===== config.mk =====
export PLATFORM = sky130hd
export DESIGN_NAME = integer_to_ascii_formatter
export DESIGN_NICKNAME = d
export VERILOG_FILES = /design/src/rtl/itaf_pkg.sv /design/src/rtl/integer_to_ascii_formatter.sv
export SDC_FILE = /design/constraint.sdc
export NUM_CORES = 1
export LEC_CHECK = 0
export BUFFER_PORTS_ARGS = -buffer_cell sky130_fd_sc_hd__buf_2
export CORE_MARGIN = 3
export CORE_UTILIZATION = 60
export CTS_BUF_LIST = sky130_fd_sc_hd__clkbuf_4 sky130_fd_sc_hd__clkbuf_8 sky130_fd_sc_hd__clkbuf_16
export CTS_CLUSTER_SIZE = 20
export DETAILED_ROUTE_END_ITERATION = 10
export PLACE_DENSITY_LB_ADDON = 0.05
export RECOVER_POWER = 50
export SLEW_MARGIN = 20
export SYNTH_ARGS = -nofsm -noshare
export SYNTH_HDL_FRONTEND = slang
export SYNTH_SLANG_ARGS = --single-unit

===== constraint.sdc =====
create_clock -name clock -period 6.5 [get_ports clock]
set_input_delay 0.325 -clock clock [delete_from_list [all_inputs] [get_ports clock]]
set_output_delay 0.325 -clock clock [all_outputs]
set_load 0.005 [all_outputs]

===== src/rtl/itaf_pkg.sv =====
`default_nettype none

package itaf_pkg;

   // operand and digit store sizes
   localparam int MAG_W      = 32;
   localparam int DIGITS_MAX = 10;
   localparam int BCD_W      = 4 * DIGITS_MAX;
   localparam int CNT_W      = 5;

   localparam logic [3:0] RUN_LEN_MAX = 4'd11;

   localparam logic [7:0] ASCII_ZERO  = 8'h30;
   localparam logic [7:0] ASCII_LOW_A = 8'h61;
   localparam logic [7:0] ASCII_MINUS = 8'h2d;

   typedef enum logic [1:0] {
      KIND_SDEC = 2'd0,
      KIND_UDEC = 2'd1,
      KIND_HEX  = 2'd2,
      KIND_CHAR = 2'd3
   } kind_type;

   // one nibble to its lowercase hex / decimal glyph
   function automatic logic [7:0] digit_char(input logic [3:0] d);
      logic [7:0] r;
      if (d < 4'd10) begin
         r = ASCII_ZERO + {4'h0, d};
      end else begin
         r = ASCII_LOW_A + {4'h0, d} - 8'd10;
      end
      return r;
   endfunction

endpackage

`default_nettype wire


===== src/rtl/integer_to_ascii_formatter.sv =====
// Flow: a character item goes straight to the output register; a hex item goes through the
//   leading-zero scan; a decimal item runs the 32-step shift-add-3 loop, then the scan,
//   which drops leading zero digits before the first beat.
// One item at a time; the run (1 to 11 beats) goes out at one beat per cycle while
//   rsp_tready is high.
// Reset: synchronous, active high; clears state and rsp_tvalid, ready again next cycle.
`default_nettype none

module integer_to_ascii_formatter
   import itaf_pkg::*;
(
   input  wire         clock,
   input  wire         reset,
   input  wire         req_tvalid,
   output logic        req_tready,
   input  wire  [31:0] req_tdata,   // [31:0] value
   input  wire  [1:0]  req_tuser,   // [1:0] kind
   output logic        rsp_tvalid,
   input  wire         rsp_tready,
   output logic [15:0] rsp_tdata,   // [7:0] character, [11:8] run_length, [15:12] zero
   output logic        rsp_tlast    // last
);

   typedef enum logic [1:0] {
      ST_IDLE,
      ST_CONV,   // bit-serial binary to BCD
      ST_SCAN,   // drop leading zero digits
      ST_EMIT    // one beat per character
   } state_type;

   state_type        state_ff, state_in;
   logic             rsp_valid_ff, rsp_valid_in;
   logic [MAG_W-1:0] mag_ff, mag_in;
   logic [BCD_W-1:0] bcd_ff, bcd_in;
   logic [BCD_W-1:0] bcd_adj;
   logic [CNT_W-1:0] cnt_ff, cnt_in;
   logic [3:0]       ndig_ff, ndig_in;
   logic [3:0]       remain_ff, remain_in;
   logic [3:0]       len_ff, len_in;
   logic [3:0]       len_sum;
   logic [3:0]       top_dig;
   logic [7:0]       char_ff, char_in;
   logic             last_ff, last_in;
   logic             neg_ff, neg_in;   // minus still to be sent
   kind_type         req_kind;

   assign req_kind = kind_type'(req_tuser);
   assign top_dig  = bcd_ff[BCD_W-1 -: 4];
   assign len_sum  = ndig_ff + {3'b000, neg_ff};

   // add 3 to every BCD digit of 5 or more before the next shift
   always_comb begin
      for (int i = 0; i < DIGITS_MAX; i++) begin
         if (bcd_ff[4*i +: 4] >= 4'd5) begin
            bcd_adj[4*i +: 4] = bcd_ff[4*i +: 4] + 4'd3;
         end else begin
            bcd_adj[4*i +: 4] = bcd_ff[4*i +: 4];
         end
      end
   end

   always_comb begin
      state_in     = state_ff;
      rsp_valid_in = rsp_valid_ff;
      mag_in       = mag_ff;
      bcd_in       = bcd_ff;
      cnt_in       = cnt_ff;
      ndig_in      = ndig_ff;
      remain_in    = remain_ff;
      len_in       = len_ff;
      char_in      = char_ff;
      last_in      = last_ff;
      neg_in       = neg_ff;
      case (state_ff)
         ST_IDLE: begin
            if (req_tvalid) begin
               case (req_kind)
                  KIND_CHAR: begin
                     char_in      = req_tdata[7:0];
                     last_in      = 1'b1;
                     len_in       = 4'd1;
                     remain_in    = 4'd0;
                     rsp_valid_in = 1'b1;
                     state_in     = ST_EMIT;
                  end
                  KIND_HEX: begin
                     // nibbles are the digits already; top two stay zero
                     bcd_in   = {{(BCD_W-MAG_W){1'b0}}, req_tdata};
                     neg_in   = 1'b0;
                     ndig_in  = 4'(DIGITS_MAX);
                     state_in = ST_SCAN;
                  end
                  default: begin
                     neg_in   = (req_kind == KIND_SDEC) && req_tdata[MAG_W-1];
                     mag_in   = ((req_kind == KIND_SDEC) && req_tdata[MAG_W-1]) ?
                                (~req_tdata + 32'd1) : req_tdata;
                     bcd_in   = '0;
                     cnt_in   = '0;
                     state_in = ST_CONV;
                  end
               endcase
            end
         end
         ST_CONV: begin
            bcd_in = {bcd_adj[BCD_W-2:0], mag_ff[MAG_W-1]};
            mag_in = {mag_ff[MAG_W-2:0], 1'b0};
            cnt_in = cnt_ff + 1'b1;
            if (cnt_ff == CNT_W'(MAG_W-1)) begin
               ndig_in  = 4'(DIGITS_MAX);
               state_in = ST_SCAN;
            end
         end
         ST_SCAN: begin
            if ((top_dig == 4'd0) && (ndig_ff != 4'd1)) begin
               bcd_in  = {bcd_ff[BCD_W-5:0], 4'h0};
               ndig_in = ndig_ff - 1'b1;
            end else begin
               len_in       = len_sum;
               remain_in    = len_sum - 1'b1;
               last_in      = (len_sum == 4'd1);
               rsp_valid_in = 1'b1;
               state_in     = ST_EMIT;
               if (neg_ff) begin
                  char_in = ASCII_MINUS;
                  neg_in  = 1'b0;
               end else begin
                  char_in = digit_char(top_dig);
                  bcd_in  = {bcd_ff[BCD_W-5:0], 4'h0};
               end
            end
         end
         ST_EMIT: begin
            if (rsp_tready) begin
               if (last_ff) begin
                  rsp_valid_in = 1'b0;
                  state_in     = ST_IDLE;
               end else begin
                  char_in   = digit_char(top_dig);
                  bcd_in    = {bcd_ff[BCD_W-5:0], 4'h0};
                  remain_in = remain_ff - 1'b1;
                  last_in   = (remain_ff == 4'd1);
               end
            end
         end
         default: begin
            state_in     = ST_IDLE;
            rsp_valid_in = 1'b0;
         end
      endcase
   end

   always_ff @(posedge clock) begin
      mag_ff    <= mag_in;
      bcd_ff    <= bcd_in;
      cnt_ff    <= cnt_in;
      ndig_ff   <= ndig_in;
      remain_ff <= remain_in;
      len_ff    <= len_in;
      char_ff   <= char_in;
      last_ff   <= last_in;
      neg_ff    <= neg_in;
      if (reset) begin
         state_ff     <= ST_IDLE;
         rsp_valid_ff <= 1'b0;
      end else begin
         state_ff     <= state_in;
         rsp_valid_ff <= rsp_valid_in;
      end
   end

   assign req_tready = (state_ff == ST_IDLE);
   assign rsp_tvalid = rsp_valid_ff;
   assign rsp_tdata  = {4'h0, len_ff, char_ff};
   assign rsp_tlast  = last_ff;

endmodule

`default_nettype wire


; ---- Word-level counts from Yosys, hierarchy flattened
; Cells that the tools add are included.
; Widths: inputs -> output; s select.
[word_totals]
word_cells = 150
reg_bits = 102
output_inout_bits = 19
[classes]
n_reduce_logical = 19
bitwise_logic = 1
eq_ne = 21
n_lt_le_gt_ge = 11
n_mux = 68
addsub = 19
[ops]
columns = op, count
row1 = $mux 40, 5
row2 = $pmux 40 s4, 1
row3 = $mux 32, 3
row4 = $mux 4, 21
row5 = $pmux 40 s2, 1
row6 = $pmux 32 s2, 1
row7 = $mux 8, 7
row8 = $ge 4x3->1 const B, 10
row9 = $add 4x2->4 const B, 9
row10 = $add 32x1->32 const B, 1
row11 = $not 32->32, 1
row12 = $pmux 4 s3, 2
row13 = $pmux 8 s3, 1
row14 = $reduce_and 5->1, 4
row15 = $ne 2x2->1 const B, 9
row16 = $reduce_and 6->1, 2
row17 = $sub 4x1->4 const B, 3
row18 = $mux 1, 10
row19 = $mux 2, 5
row20 = $mux 5, 2
row21 = $pmux 5 s2, 1
row22 = $add 7x4->8 const A, 1
row23 = $eq 2x2->1 const B, 4
row24 = $eq 4x1->1 const B, 2
row25 = other kinds (25), 33

; ---- Longest topological paths before layout
; Gate-level depths: netlist of the first run.
[logic_depth]
depth_word = 6
ltp_mapped = 8
mapped_depth_nobuf = 7

; ---- Least setup slack after synthesis of the first run
; OpenSTA, ideal clock, no wires.
[synth_timing]
path_kind = register to register
start = register bcd_ff[37]
end = register bcd_ff[0] (enable)
setup_slack_ns = 1.331
t_arrival_ns = 4.658
stages_incl_launch_ff = 6
synth_period_minus_slack_ns = 5.169
path_buffers = 0
required_time_ns = 5.989
path_cell_list = edfxtp_1 -> inv_1 -> ha_1 -> or3b_2 -> or2_2 -> a311oi_1
[synth_between]
elab_chain_len = 4
[synth_lines]
columns = element, line_no
row1 = "start, declared", integer_to_ascii_formatter.sv:34  ; logic [BCD_W-1:0] bcd_ff, bcd_in;
row2 = "start signal, assigned", integer_to_ascii_formatter.sv:154  ; bcd_ff <= bcd_in;
row3 = $logic_not 4->1, integer_to_ascii_formatter.sv:114  ; if ((top_dig == 4'd0) && (ndig_ff != 4'd1)) begin
row4 = $logic_and 1x1->1, integer_to_ascii_formatter.sv:114
row5 = $ne 3x3->1 (no line), -
row6 = $reduce_and 5->1 (no line), -
; Every way passes these cells.
; A chain may end at the register's enable or synchronous reset.

; ---- Worst setup path after layout of the first run
[layout_timing]
start = register state_ff[1]
end = register bcd_ff[32] (data pin)
[layout_between]
elab_chain_len = 2
word_cells_on_any_way = 5
[layout_lines]
columns = element, line_no
row1 = "start, declared", integer_to_ascii_formatter.sv:31  ; state_type state_ff, state_in;
row2 = "start signal, assigned", integer_to_ascii_formatter.sv:166  ; state_ff <= state_in;
row3 = "$eq 2x2->1, or another cell as far along", integer_to_ascii_formatter.sv:74  ; case (state_ff)
row4 = $pmux 40 s4 *, integer_to_ascii_formatter.sv:74
row5 = named net bcd_in[32], integer_to_ascii_formatter.sv:34
; Mark *: on every way through the listed nets, which the timed path passes. The rest lies on a longest branch.

==> impl_results.md, run 1 <==
- R2R Path Start: state_ff[1]
- FF-to-FF path depth: 8
- Total overflow reported by the global router: 0
- Total power density per cell area: 427.0 nW/µm²
- Die W: around 110 µm
- Share of cells above drive strength 1: 0.1221
- Maximum fanout along the worst path: 66
- Ys async rst share: 0
- Predominant post-synthesis flop cell: sky130_fd_sc_hd__edfxtp_1
- Hold buffer count at cts: 0
- Failing checks: max-capacitance violations, max-slew violations
- Worst-case clock buffer depth: 2
- Finish-stage setup viols: 0
- Top-level I/O count: 57
- Sequential cell area: between 3000 and 4000 µm²
- Arr. time, crit path: 4300 ps
- Synth Warn #: 0
- CTS tree: built
- Post-synthesis cell count: 640
- Clock Tree Root: sky130_fd_sc_hd__clkbuf_8
- Count of nets after finishing: 756
- Final critical-path share of the clock period: 0.6338
- Register-to-register path setup slack: between 2000 and 2500 ps
- Min-Delay Path Class: input port to register
- Max frequency: approximately 0.24 GHz
- Leakage power summed over all cells: 2.464 nW
- Outcome: finished with violations
- Growth of design area from synthesis to finish: 8.894%
- Beginning of the critical path: state_ff[1]
- Required time reported for the critical path endpoint: 6680 ps
- Rows: 37
- Worst slew margin relative to its limit: -0.7014
- Time the final worst path needs with I/O delays and setup: 4120 ps
- Reg2Reg Capture Point: bcd_ff[32]
- Setup Fix Bufs, Post-CTS: 0
- Gr usage total: 0.2561
- Critical path start-end classification: register to register
- Startpoint kind of the worst setup timing path: register
- Detailed-route DRC error count: 0
- VDD IR max: 196.9 µV
- Clock network latency to the later pin of the worst-skew pair: 370 ps
- Final Total Pwr: 2.976 mW
- Full die area: 11940 µm²
- CP endpoint kind: register
- Sequential area share after synthesis: 0.4738
- Wire length after detailed routing: 14.41 mm
- Total via count after detailed routing: 4992
- Footprint of the multi-input gates: approximately 3100 µm²
- Clock sinks: around 100
- Post-synth design cell area: roughly 6400 µm²
- Maximum number of pins on one net before global-route repair: between 60 and 70
- RSZ-0062 raised after global routing: false
- Initial cell density of the core: 0.6173
- HPWL reported at the end of detailed placement: 10.27 mm
- Via count of the first global-routing pass: 4822
- Clock-pin slew on the worst setup and hold paths: approximately 100 ps
- Routability congestion estimate from global placement: between 0.9 and 1
- Number of enable flip-flop cells after synthesis: 99
- Number of nets with antenna violations after routing: 0
- Vias per cell: slightly above 6
- Total of fill cells in the finished design: 842
- Max Clock Skew: 10.37 ps
- Quantity of gates resized following cts: 0
- Max-capacitance violation count: 2
- TNS Setup: 0 ps
- Least-Margin Pin Slew: 2552 ps
- Final count of pins violating max slew: 67
- Number of register bits inferred by synthesis: 102
- CTS Buf Count: 9
- Number of DRC markers after the initial detailed-route iteration: 438
- Maximum level of the CTS H-tree: 3
- Initial antenna violation count: 0
- Hold Vio Cnt, Final: 0
- First-pass detailed-route iteration total: 5
- Avg Cell Area, Syn: 10.00 µm²
- Number of distinct library cells after synthesis: 56
- First-pass GRT wire length: around 24 mm
- Count of buffers from port buffering: 52
- Core area: 10370 µm²
- Critical Path End: bcd_ff[32]
- Inserted Diodes: 0
- Die outline height: 109.3 µm
- Routed length per instance: 17.49 µm
stage by stage:
step,util,std cells,hold slack (ps),setup slack [ps],cell area (µm²)
after floorplan,-,643,394.1,1331,6412
after global placement,0.6544,808,463.2,3706,6787
after detailed placement,0.6544,808,468.9,3625,6787
after CTS,0.6740,824,135.0,3594,6989
after global routing,0.6722,824,133.3,1837,6970
final,0.6722,824,158.3,2380,6970
cells in the final DEF (no fill, tap or decap), types with 5 or more instances in the layout:
| cell type | synthesis | routed |
|---|---|---|
| sky130_fd_sc_hd__buf_2 | 0 | 41 |
| sky130_fd_sc_hd__and2_0 | 1 | 5 |
| sky130_fd_sc_hd__a21oi_1 | 54 | 53 |
| sky130_fd_sc_hd__xnor2_1 | 32 | 32 |
| sky130_fd_sc_hd__nor3b_1 | 19 | 19 |
| sky130_fd_sc_hd__o21ai_0 | 76 | 77 |
| sky130_fd_sc_hd__nand2b_1 | 14 | 14 |
| sky130_fd_sc_hd__clkbuf_8 | 0 | 9 |
| sky130_fd_sc_hd__ha_1 | 35 | 35 |
| sky130_fd_sc_hd__nor2_1 | 35 | 34 |
| sky130_fd_sc_hd__o31ai_1 | 9 | 9 |
| sky130_fd_sc_hd__nand2_1 | 57 | 57 |
| sky130_fd_sc_hd__inv_1 | 37 | 37 |
| sky130_fd_sc_hd__nor3_1 | 12 | 12 |
| sky130_fd_sc_hd__a22oi_1 | 26 | 26 |
| sky130_fd_sc_hd__edfxtp_1 | 99 | 99 |
| sky130_fd_sc_hd__mux2_2 | 10 | 10 |
| sky130_fd_sc_hd__nand3_1 | 6 | 6 |
| sky130_fd_sc_hd__xor2_1 | 18 | 18 |
| sky130_fd_sc_hd__clkbuf_1 | 22 | 12 |
cell families (layout without fill, tap and decap cells):
group                    Yosys count  after routing  share of synthesized area
AO/OA/AOI/OAI                    194            194                     0.1788
multiplexers                      12             12                    0.02072
XOR/XNOR                          50             50                    0.06841
AND/OR/NAND/NOR                  179            179                     0.1476
buffers and inverters             67            112                    0.04163
flip-flops                       102            102                     0.4738
other                              1              4                  0.0005858
adder cells (fa/ha/maj)           35             35                    0.06841
layer usage:
metal / track usage / up-vias / share of wire / wire length (µm)
met3: 0.04580 / 27 / 0.063 / 915
li1: - / 2425 / - / -
met1: 0.3457 / 2369 / 0.43 / 6239
met2: 0.4158 / 171 / 0.48 / 6889
met5: 0 / - / 0 / 0
met4: 0.09528 / 0 / 0.025 / 367
synthesized netlist by cell type, types with 2 or more instances:
cell type | number | share of area
sky130_fd_sc_hd__or2_2 | 2 | 0.0020
sky130_fd_sc_hd__xor2_1 | 18 | 0.025
sky130_fd_sc_hd__buf_4 | 4 | 0.0047
sky130_fd_sc_hd__a211oi_1 | 2 | 0.0023
sky130_fd_sc_hd__nand2b_1 | 14 | 0.014
sky130_fd_sc_hd__o211ai_1 | 2 | 0.0023
sky130_fd_sc_hd__dfxtp_1 | 3 | 0.0094
sky130_fd_sc_hd__nor3b_1 | 19 | 0.022
sky130_fd_sc_hd__buf_1 | 3 | 0.0018
sky130_fd_sc_hd__o31ai_1 | 9 | 0.011
sky130_fd_sc_hd__a31oi_1 | 4 | 0.0039
sky130_fd_sc_hd__ha_1 | 35 | 0.068
sky130_fd_sc_hd__o21ai_0 | 76 | 0.059
sky130_fd_sc_hd__nand4_1 | 4 | 0.0039
sky130_fd_sc_hd__or3_1 | 2 | 0.0020
sky130_fd_sc_hd__xnor2_1 | 32 | 0.044
sky130_fd_sc_hd__a21oi_1 | 54 | 0.042
sky130_fd_sc_hd__edfxtp_1 | 99 | 0.46
sky130_fd_sc_hd__mux2_2 | 10 | 0.018
sky130_fd_sc_hd__nor3_1 | 12 | 0.0094
sky130_fd_sc_hd__nor4_4 | 2 | 0.0066
sky130_fd_sc_hd__nand3b_1 | 2 | 0.0023
sky130_fd_sc_hd__nor4_1 | 4 | 0.0039
sky130_fd_sc_hd__o22ai_1 | 4 | 0.0039
sky130_fd_sc_hd__nand2_1 | 57 | 0.033
sky130_fd_sc_hd__nor2_1 | 35 | 0.021
sky130_fd_sc_hd__mux2i_1 | 2 | 0.0031
sky130_fd_sc_hd__o41ai_1 | 4 | 0.0055
sky130_fd_sc_hd__a22oi_1 | 26 | 0.030
sky130_fd_sc_hd__inv_1 | 37 | 0.022
sky130_fd_sc_hd__and2_1 | 6 | 0.0059
sky130_fd_sc_hd__clkbuf_1 | 22 | 0.013
sky130_fd_sc_hd__nand3_1 | 6 | 0.0047
sky130_fd_sc_hd__or4_1 | 2 | 0.0023
sky130_fd_sc_hd__nor2b_1 | 4 | 0.0039
sky130_fd_sc_hd__a221oi_1 | 3 | 0.0041
worst min-delay path by stage:
stage	from	endpoint	slack [ps]	cells after the start
after floorplan	reset	rsp_tvalid	390	1
after global placement	rsp_tvalid	rsp_tvalid	460	2
after detailed placement	rsp_tvalid	rsp_tvalid	470	2
after CTS	reset	state_ff[0]	130	2
after global routing	reset	rsp_tvalid	130	2
final	reset	state_ff[0]	160	2
state kept, by name, summed over array words and instances, names as in the netlist:
signal and flops:
len_ff 4, cnt_ff 5, mag_ff 32, remain_ff 4
rsp_tlast 1, neg_ff 1, char_ff 8, state_ff 2
ndig_ff 4, rsp_tvalid 1, bcd_ff 40
report_power, final:
part | switching (mW) | internal [mW] | total [mW]
clock | 0.231 | 0.185 | 0.416
sequential | 0.211 | 1.12 | 1.33
combinational | 0.745 | 0.489 | 1.23
worst max-delay path: stages (launching register included):
cell                       delay [ps]
sky130_fd_sc_hd__dfxtp_1          350
sky130_fd_sc_hd__inv_1            120
sky130_fd_sc_hd__ha_1             160
sky130_fd_sc_hd__clkbuf_1        1810
sky130_fd_sc_hd__nand2b_1         190
sky130_fd_sc_hd__clkbuf_1         690
sky130_fd_sc_hd__nor3b_1          400
sky130_fd_sc_hd__o21ai_0          110
sky130_fd_sc_hd__o31ai_1           90
layout make-up:
class,count,area share
Timing Repair Buffer,58,0.04093
Sequential cell,102,0.4351
Multi-Input combinational cell,474,0.4500
Inverter,38,0.02046
Clock buffer,10,0.01885
Clock inverter,6,0.01023
Tap cell,136,0.02441
(Power assumes the default switching activity.)
==> run 2, diff against run 1 <==
--- a/config.mk
+++ b/config.mk
@@ -7,7 +7,7 @@
 export LEC_CHECK = 0
 export BUFFER_PORTS_ARGS = -buffer_cell sky130_fd_sc_hd__buf_2
 export CORE_MARGIN = 3
-export CORE_UTILIZATION = 60
+export CORE_UTILIZATION = 55
 export CTS_BUF_LIST = sky130_fd_sc_hd__clkbuf_4 sky130_fd_sc_hd__clkbuf_8 sky130_fd_sc_hd__clkbuf_16
 export CTS_CLUSTER_SIZE = 20
 export DETAILED_ROUTE_END_ITERATION = 10
==> constraint.sdc (replaced) <==
create_clock -name clock -period 3.6 [get_ports clock]
set_input_delay 0.18 -clock clock [delete_from_list [all_inputs] [get_ports clock]]
set_output_delay 0.18 -clock clock [all_outputs]
set_load 0.005 [all_outputs]
==> run 2 against run 1 <==
The flow now finishes without violations. Via count up 0.88%. Register-to-register slack worse by 1600 ps. Clock skew shrank 1.8 ps. Sequential share of layout area fell by 0.65 points. Core utilization decreased by 3.6 points. Combinational power is 80% higher. Largest power group unchanged.
==> impl_results.md, run 2 (synthesized netlist as in run 1, its figures left out) <==
- Critical path start-end classification: register to register
- Hold buffer count at cts: 0
- Inserted Diodes: 0
- First-pass GRT wire length: approximately 24 mm
- Maximum level of the CTS H-tree: 3
- Worst-case clock buffer depth: 2
- Min-Delay Path Class: input port to register
- RSZ-0062 raised after global routing: false
- Wire length after detailed routing: 14.57 mm
- Die W: around 110 µm
- Quantity of gates resized following cts: 0
- HPWL reported at the end of detailed placement: around 11 mm
- Worst slew margin relative to its limit: 0.1431
- Total overflow reported by the global router: 0
- Register-to-register path setup slack: 740 ps
- Time the final worst path needs with I/O delays and setup: 2864 ps
- Gr usage total: 0.2358
- Commonest cells after routing, fill and taps aside: sky130_fd_sc_hd__edfxtp_1 (99), sky130_fd_sc_hd__o21ai_0 (76), sky130_fd_sc_hd__nand2_1 (57)
- Most common cell after layout, fill and taps aside: sky130_fd_sc_hd__edfxtp_1
- Max Clock Skew: 8.522 ps
- Required time reported for the critical path endpoint: about 3600 ps
- Rows: 38
- Critical Path End: bcd_ff[26]
- CTS Buf Count: 9
- Leakage power summed over all cells: 2.535 nW
- Total power density per cell area: 789.5 nW/µm²
- First-pass detailed-route iteration total: 5
- Maximum number of pins on one net before global-route repair: 41
- Reg2Reg Capture Point: bcd_ff[26]
- Finish-stage setup viols: 0
- Core area: about 11000 µm²
- Outcome: finished, final reports clean
- Beginning of the critical path: bcd_ff[37]
- CTS tree: built
- Count of nets after finishing: 759
- Initial cell density of the core: 0.5753
- Maximum fanout along the worst path: 40
- Final count of pins violating max slew: 0
- Final Total Pwr: around 5.6 mW
- Arr. time, crit path: 2860 ps
- Clock Tree Root: sky130_fd_sc_hd__clkbuf_16
- Vias per cell: 6.060
- Clock network latency to the later pin of the worst-skew pair: ~360 ps
- VDD IR max: 477.2 µV
- Routed length per instance: 17.53 µm
- CP endpoint kind: register
- Total via count after detailed routing: between 5000 and 6000
- Full die area: 12970 µm²
- Number of DRC markers after the initial detailed-route iteration: 473
- Setup Fix Bufs, Post-CTS: 0
- Top-level I/O count: 57
- Routability congestion estimate from global placement: 0.8391
- Initial antenna violation count: 0
- Max-capacitance violation count: 0
- Die outline height: 113.9 µm
- Startpoint kind of the worst setup timing path: register
- TNS Setup: 0 ps
- Via count of the first global-routing pass: 4959
- Clock sinks: 102
- FF-to-FF path depth: 6
- Largest Register: bcd_ff
- Max frequency: about 0.35 GHz
- Flip-flop count of the largest register after layout: 40
- Clock-pin slew on the worst setup and hold paths: 70 ps
- Least-Margin Pin Slew: 1285 ps
- Number of nets with antenna violations after routing: 0
- Detailed-route DRC error count: 0
- Growth of design area from synthesis to finish: 10.54%
- Share of cells above drive strength 1: 0.1274
- Final critical-path share of the clock period: 0.7956
- Hold Vio Cnt, Final: 0
- Regs by FF count: bcd_ff (40), mag_ff (32), char_ff (8)
- Count of buffers from port buffering: 52
- R2R Path Start: bcd_ff[37]
==> run 2: cell types whose count changed in the layout (fill, tap and decap cells not counted), moves of 2 or more <==
cell / change
sky130_fd_sc_hd__inv_6: +3
sky130_fd_sc_hd__clkinvlp_4: -2
sky130_fd_sc_hd__clkbuf_16: +9
sky130_fd_sc_hd__buf_4: +3
sky130_fd_sc_hd__clkbuf_8: -9
sky130_fd_sc_hd__clkbuf_1: -4
sky130_fd_sc_hd__buf_2: +5
==> run 2: cell type report <==
class                      count  area, µm²
timing repair buffer          61      312.8
tap                          140      175.2
clock inverter                 7      61.31
fill                         936       4050
clock buffer                   9      225.2
sequential                   102       3033
multi-input combinational    474       3126
inverter                      38      142.6
==> run 2: how the worst min path moves through the flow <==
stage,startpoint,to,slack (ps),cells past startpoint
2_1_floorplan,reset,rsp_tvalid,250,1
3_3_place_gp,reset,rsp_tvalid,390,2
3_5_place_dp,reset,rsp_tvalid,380,2
4_1_cts,reset,rsp_tvalid,5,2
5_1_grt,reset,rsp_tvalid,30,2
6_report,reset,rsp_tvalid,20,2
==> run 2: report_power, final <==
group | leakage [nW] | internal [mW] | switching (mW)
registers | 0.993 | 2.02 | 0.388
logic | 1.40 | 0.886 | 1.34
clock network | 0.141 | 0.483 | 0.475
==> run 2: metal layers <==
| layer | part of all wire | vias to the layer above | track usage | wire (µm) |
|---|---|---|---|---|
| met5 | 0 | - | 0 | 0 |
| met4 | 0.026 | 0 | 0.09422 | 384 |
| met3 | 0.065 | 31 | 0.04350 | 950 |
| met2 | 0.46 | 180 | 0.3742 | 6655 |
| met1 | 0.45 | 2392 | 0.3220 | 6580 |
| li1 | - | 2433 | - | - |
==> run 2: through the flow <==
step | setup WS (ps) | hold slack, ps | util | instance area, µm² | std cells
after detailed placement | 747.1 | 382.8 | 0.6125 | 6814 | 815
final | 735.9 | 19.07 | 0.6360 | 7076 | 831
after global routing | 619.1 | 32.91 | 0.6360 | 7076 | 831
after CTS | 738.0 | 5.448 | 0.6382 | 7101 | 831
after global placement | 827.9 | 387.3 | 0.6125 | 6814 | 815
after floorplan | 406.4 | 249.1 | - | 6430 | 643
==> run 2: critical path, stage by stage, from the launching register on <==
cell,delay [ps]
sky130_fd_sc_hd__edfxtp_1,470
sky130_fd_sc_hd__inv_1,120
sky130_fd_sc_hd__ha_1,270
sky130_fd_sc_hd__or3b_2,510
sky130_fd_sc_hd__or2_2,340
sky130_fd_sc_hd__a311oi_4,290
sky130_fd_sc_hd__buf_4,490
==> run 3, diff against run 2 <==
--- a/config.mk
+++ b/config.mk
@@ -7,7 +7,7 @@
 export LEC_CHECK = 0
 export BUFFER_PORTS_ARGS = -buffer_cell sky130_fd_sc_hd__buf_2
 export CORE_MARGIN = 3
-export CORE_UTILIZATION = 55
+export CORE_UTILIZATION = 60
 export CTS_BUF_LIST = sky130_fd_sc_hd__clkbuf_4 sky130_fd_sc_hd__clkbuf_8 sky130_fd_sc_hd__clkbuf_16
 export CTS_CLUSTER_SIZE = 20
 export DETAILED_ROUTE_END_ITERATION = 10
==> constraint.sdc (replaced) <==
create_clock -name clock -period 2.7 [get_ports clock]
set_input_delay 0.135 -clock clock [delete_from_list [all_inputs] [get_ports clock]]
set_output_delay 0.135 -clock clock [all_outputs]
set_load 0.005 [all_outputs]
==> run 3 against run 2 <==
Combinational power is 38% higher. Cell count grew 0.60%. Final area down 0.46%. Total power is 29% higher. Core utilization is 4.3 points higher. First-iteration DRC count down 20%. Register-to-register slack got worse by 500 ps. Clock skew up 0.91 ps. Sequential share of layout area grew 0.20 points. Critical endpoint is now ndig_ff[2]. Largest power group unchanged. Highest routed layer unchanged.
==> impl_results.md, run 3 (synthesized netlist as in run 1, its figures left out) <==
- Switching Power: 2.836 mW
- Total via count after detailed routing: between 5000 and 6000
- Count of buffers from port buffering: 52
- Regs by FF count: bcd_ff (40), mag_ff (32), char_ff (8)
- Switching power share of the total: 0.3942
- Maximum number of pins on one net before global-route repair: 44
- Total overflow reported by the global router: 0
- Sequential cell area: 3033 µm²
- Worst-case clock buffer depth: 2
- Reg2Reg Capture Point: ndig_ff[2]
- Finish-stage setup viols: 0
- Initial cell density of the core: 0.6173
- Finished Layout Cells: 836
- Power share of the clock group: 0.131
- Least-Margin Pin Slew: 1121 ps
- Clock Tree Root: sky130_fd_sc_hd__clkbuf_8
- Total of fill cells in the finished design: roughly 850
- Vias per cell: 6.044
- Sequential share of power: 0.444
- Critical Path End: ndig_ff[2]
- Max Clock Skew: 9.432 ps
- Final critical-path share of the clock period: 0.9122
- Growth of design area from synthesis to finish: 10.03%
- Core area: 10370 µm²
- Full die area: 11940 µm²
- Final count of pins violating max slew: 0
- Cell chain of the critical path: inv_1 > ha_1 > or3b_1 > or2_4 > a221oi_1 > clkbuf_1
- FF-to-FF path depth: 6
- Clock sinks: a little over 100
- Count of nets after finishing: 770
- Min-Delay Path Class: input port to register
- Startpoint kind of the worst setup timing path: register
- Detailed-route DRC error count: 0
- Max frequency: 0.4060 GHz
- Final Total Pwr: 7.195 mW
- Cell with the largest stage delay on the worst path: sky130_fd_sc_hd__edfxtp_1
- Hold Vio Cnt, Final: 0
- HPWL reported at the end of detailed placement: between 10 and 15 mm
- Outcome: finished, final reports clean
- CTS tree: built
- Most common cell after layout, fill and taps aside: sky130_fd_sc_hd__edfxtp_1
- Worst slew margin relative to its limit: 0.2518
- Commonest cells after routing, fill and taps aside: sky130_fd_sc_hd__edfxtp_1 (99), sky130_fd_sc_hd__o21ai_0 (76), sky130_fd_sc_hd__nand2_1 (57)
- Required time reported for the critical path endpoint: between 2000 and 3000 ps
- Number of nets with antenna violations after routing: 0
- Number of DRC markers after the initial detailed-route iteration: around 380
- VDD IR max: just over 600 µV
- Clock network latency to the later pin of the worst-skew pair: 360 ps
- Routability congestion estimate from global placement: around 0.88
- First-pass GRT wire length: 23.29 mm
- Cell Count Post-Placement: between 800 and 900
- Rows: 37
- Die outline height: 109.3 µm
- Flip-flop count of the largest register after layout: 40
- CTS Buf Count: 9
- Setup Slack @ Placement: roughly 210 ps
- Die W: 109.3 µm
- Largest Register: bcd_ff
- Leakage power summed over all cells: 2.519 nW
- Max-capacitance violation count: 0
- Maximum level of the CTS H-tree: 3
- Critical path start-end classification: register to register
- TNS Setup: 0 ps
- Gr usage total: 0.2514
- Register-to-register path setup slack: 240 ps
- Cell class contributing the biggest share of worst-path delay: simple AND/OR/NAND/NOR gates
- Final worst setup slack: 237.0 ps
- Part of the total power dissipated in combinational logic: 0.426
- Wire length after detailed routing: 14.62 mm
- RSZ-0062 raised after global routing: false
- Share of cells above drive strength 1: 0.1271
- Internal power summed over all cells: roughly 4.4 mW
- CP endpoint kind: register
- Path length in cells of the critical path: 6
- First-pass detailed-route iteration total: 5
- Routed length per instance: between 15 and 20 µm
- Maximum fanout along the worst path: 7
- Clock-pin slew on the worst setup and hold paths: 90 ps
- R2R Path Start: bcd_ff[37]
- Arr. time, crit path: about 2500 ps
- Via count of the first global-routing pass: 4895
- Number of buffer and inverter instances along the worst setup path: 2
- Inserted Diodes: 0
- Initial antenna violation count: 0
- Slowest cell delay on critical path: 470 ps
- Beginning of the critical path: bcd_ff[37]
- Time the final worst path needs with I/O delays and setup: roughly 2500 ps
- Footprint of the multi-input gates: about 3100 µm²
- Top-level I/O count: 57
- Total power density per cell area: 1022 nW/µm²
-- run 3: routing by layer --
| layer | vias to the layer above | GRT usage | share of wire |
|---|---|---|---|
| li1 | 2453 | - | - |
| met1 | 2410 | 0.3342 | 0.44 |
| met2 | 171 | 0.4219 | 0.48 |
| met3 | 19 | 0.03817 | 0.063 |
| met4 | 0 | 0.08816 | 0.015 |
| met5 | - | 0 | 0 |
-- run 3: repair_timing --
item                                   in CTS  in global routing
hold buffers                                1                  0
resized for setup                           0                  0
setup buffers                               0                  0
endpoints found under the hold margin       3                  0
-- run 3: metrics by stage --
stage	utilization	hold WS [ps]	instance area (µm²)
floorplan	-	204.1	6447
CTS	0.6859	136.2	7113
detailed placement	0.6680	349.5	6927
finish	0.6792	149.8	7043
global placement	0.6680	344.0	6927
global route	0.6792	137.0	7043
-- run 3: power by group through the flow --
stage               logic, mW  clock network [mW]  registers [mW]
global placement         3.01                   0            3.18
floorplan                2.26                   0            3.10
finish                   3.06               0.940            3.19
CTS                      3.15               0.956            3.18
global route             3.44                1.01            3.28
detailed placement       3.13                   0            3.21
-- run 3: layout make-up --
type,count,area share
clock buffers,11,0.01972
flip-flops and latches,102,0.4306
well taps,136,0.02416
clock inverters,3,0.005330
repair buffers,72,0.05525
multi-input cells,474,0.4447
inverters,38,0.02025
-- run 3: worst min-delay path by stage --
stage	from	endpoint	slack [ps]	cells after the start
floorplan	reset	rsp_tvalid	200	1
global placement	reset	rsp_tvalid	340	2
detailed placement	reset	rsp_tvalid	350	2
CTS	req_tdata[1]	bcd_ff[1]	140	3
global route	req_tdata[31]	bcd_ff[31]	140	3
finish	req_tdata[31]	bcd_ff[31]	150	3
-- run 3: worst min-delay path, stage by stage --
cell and delay, ps:
sky130_fd_sc_hd__buf_2 120, sky130_fd_sc_hd__a22oi_1 70, sky130_fd_sc_hd__o21ai_0 70
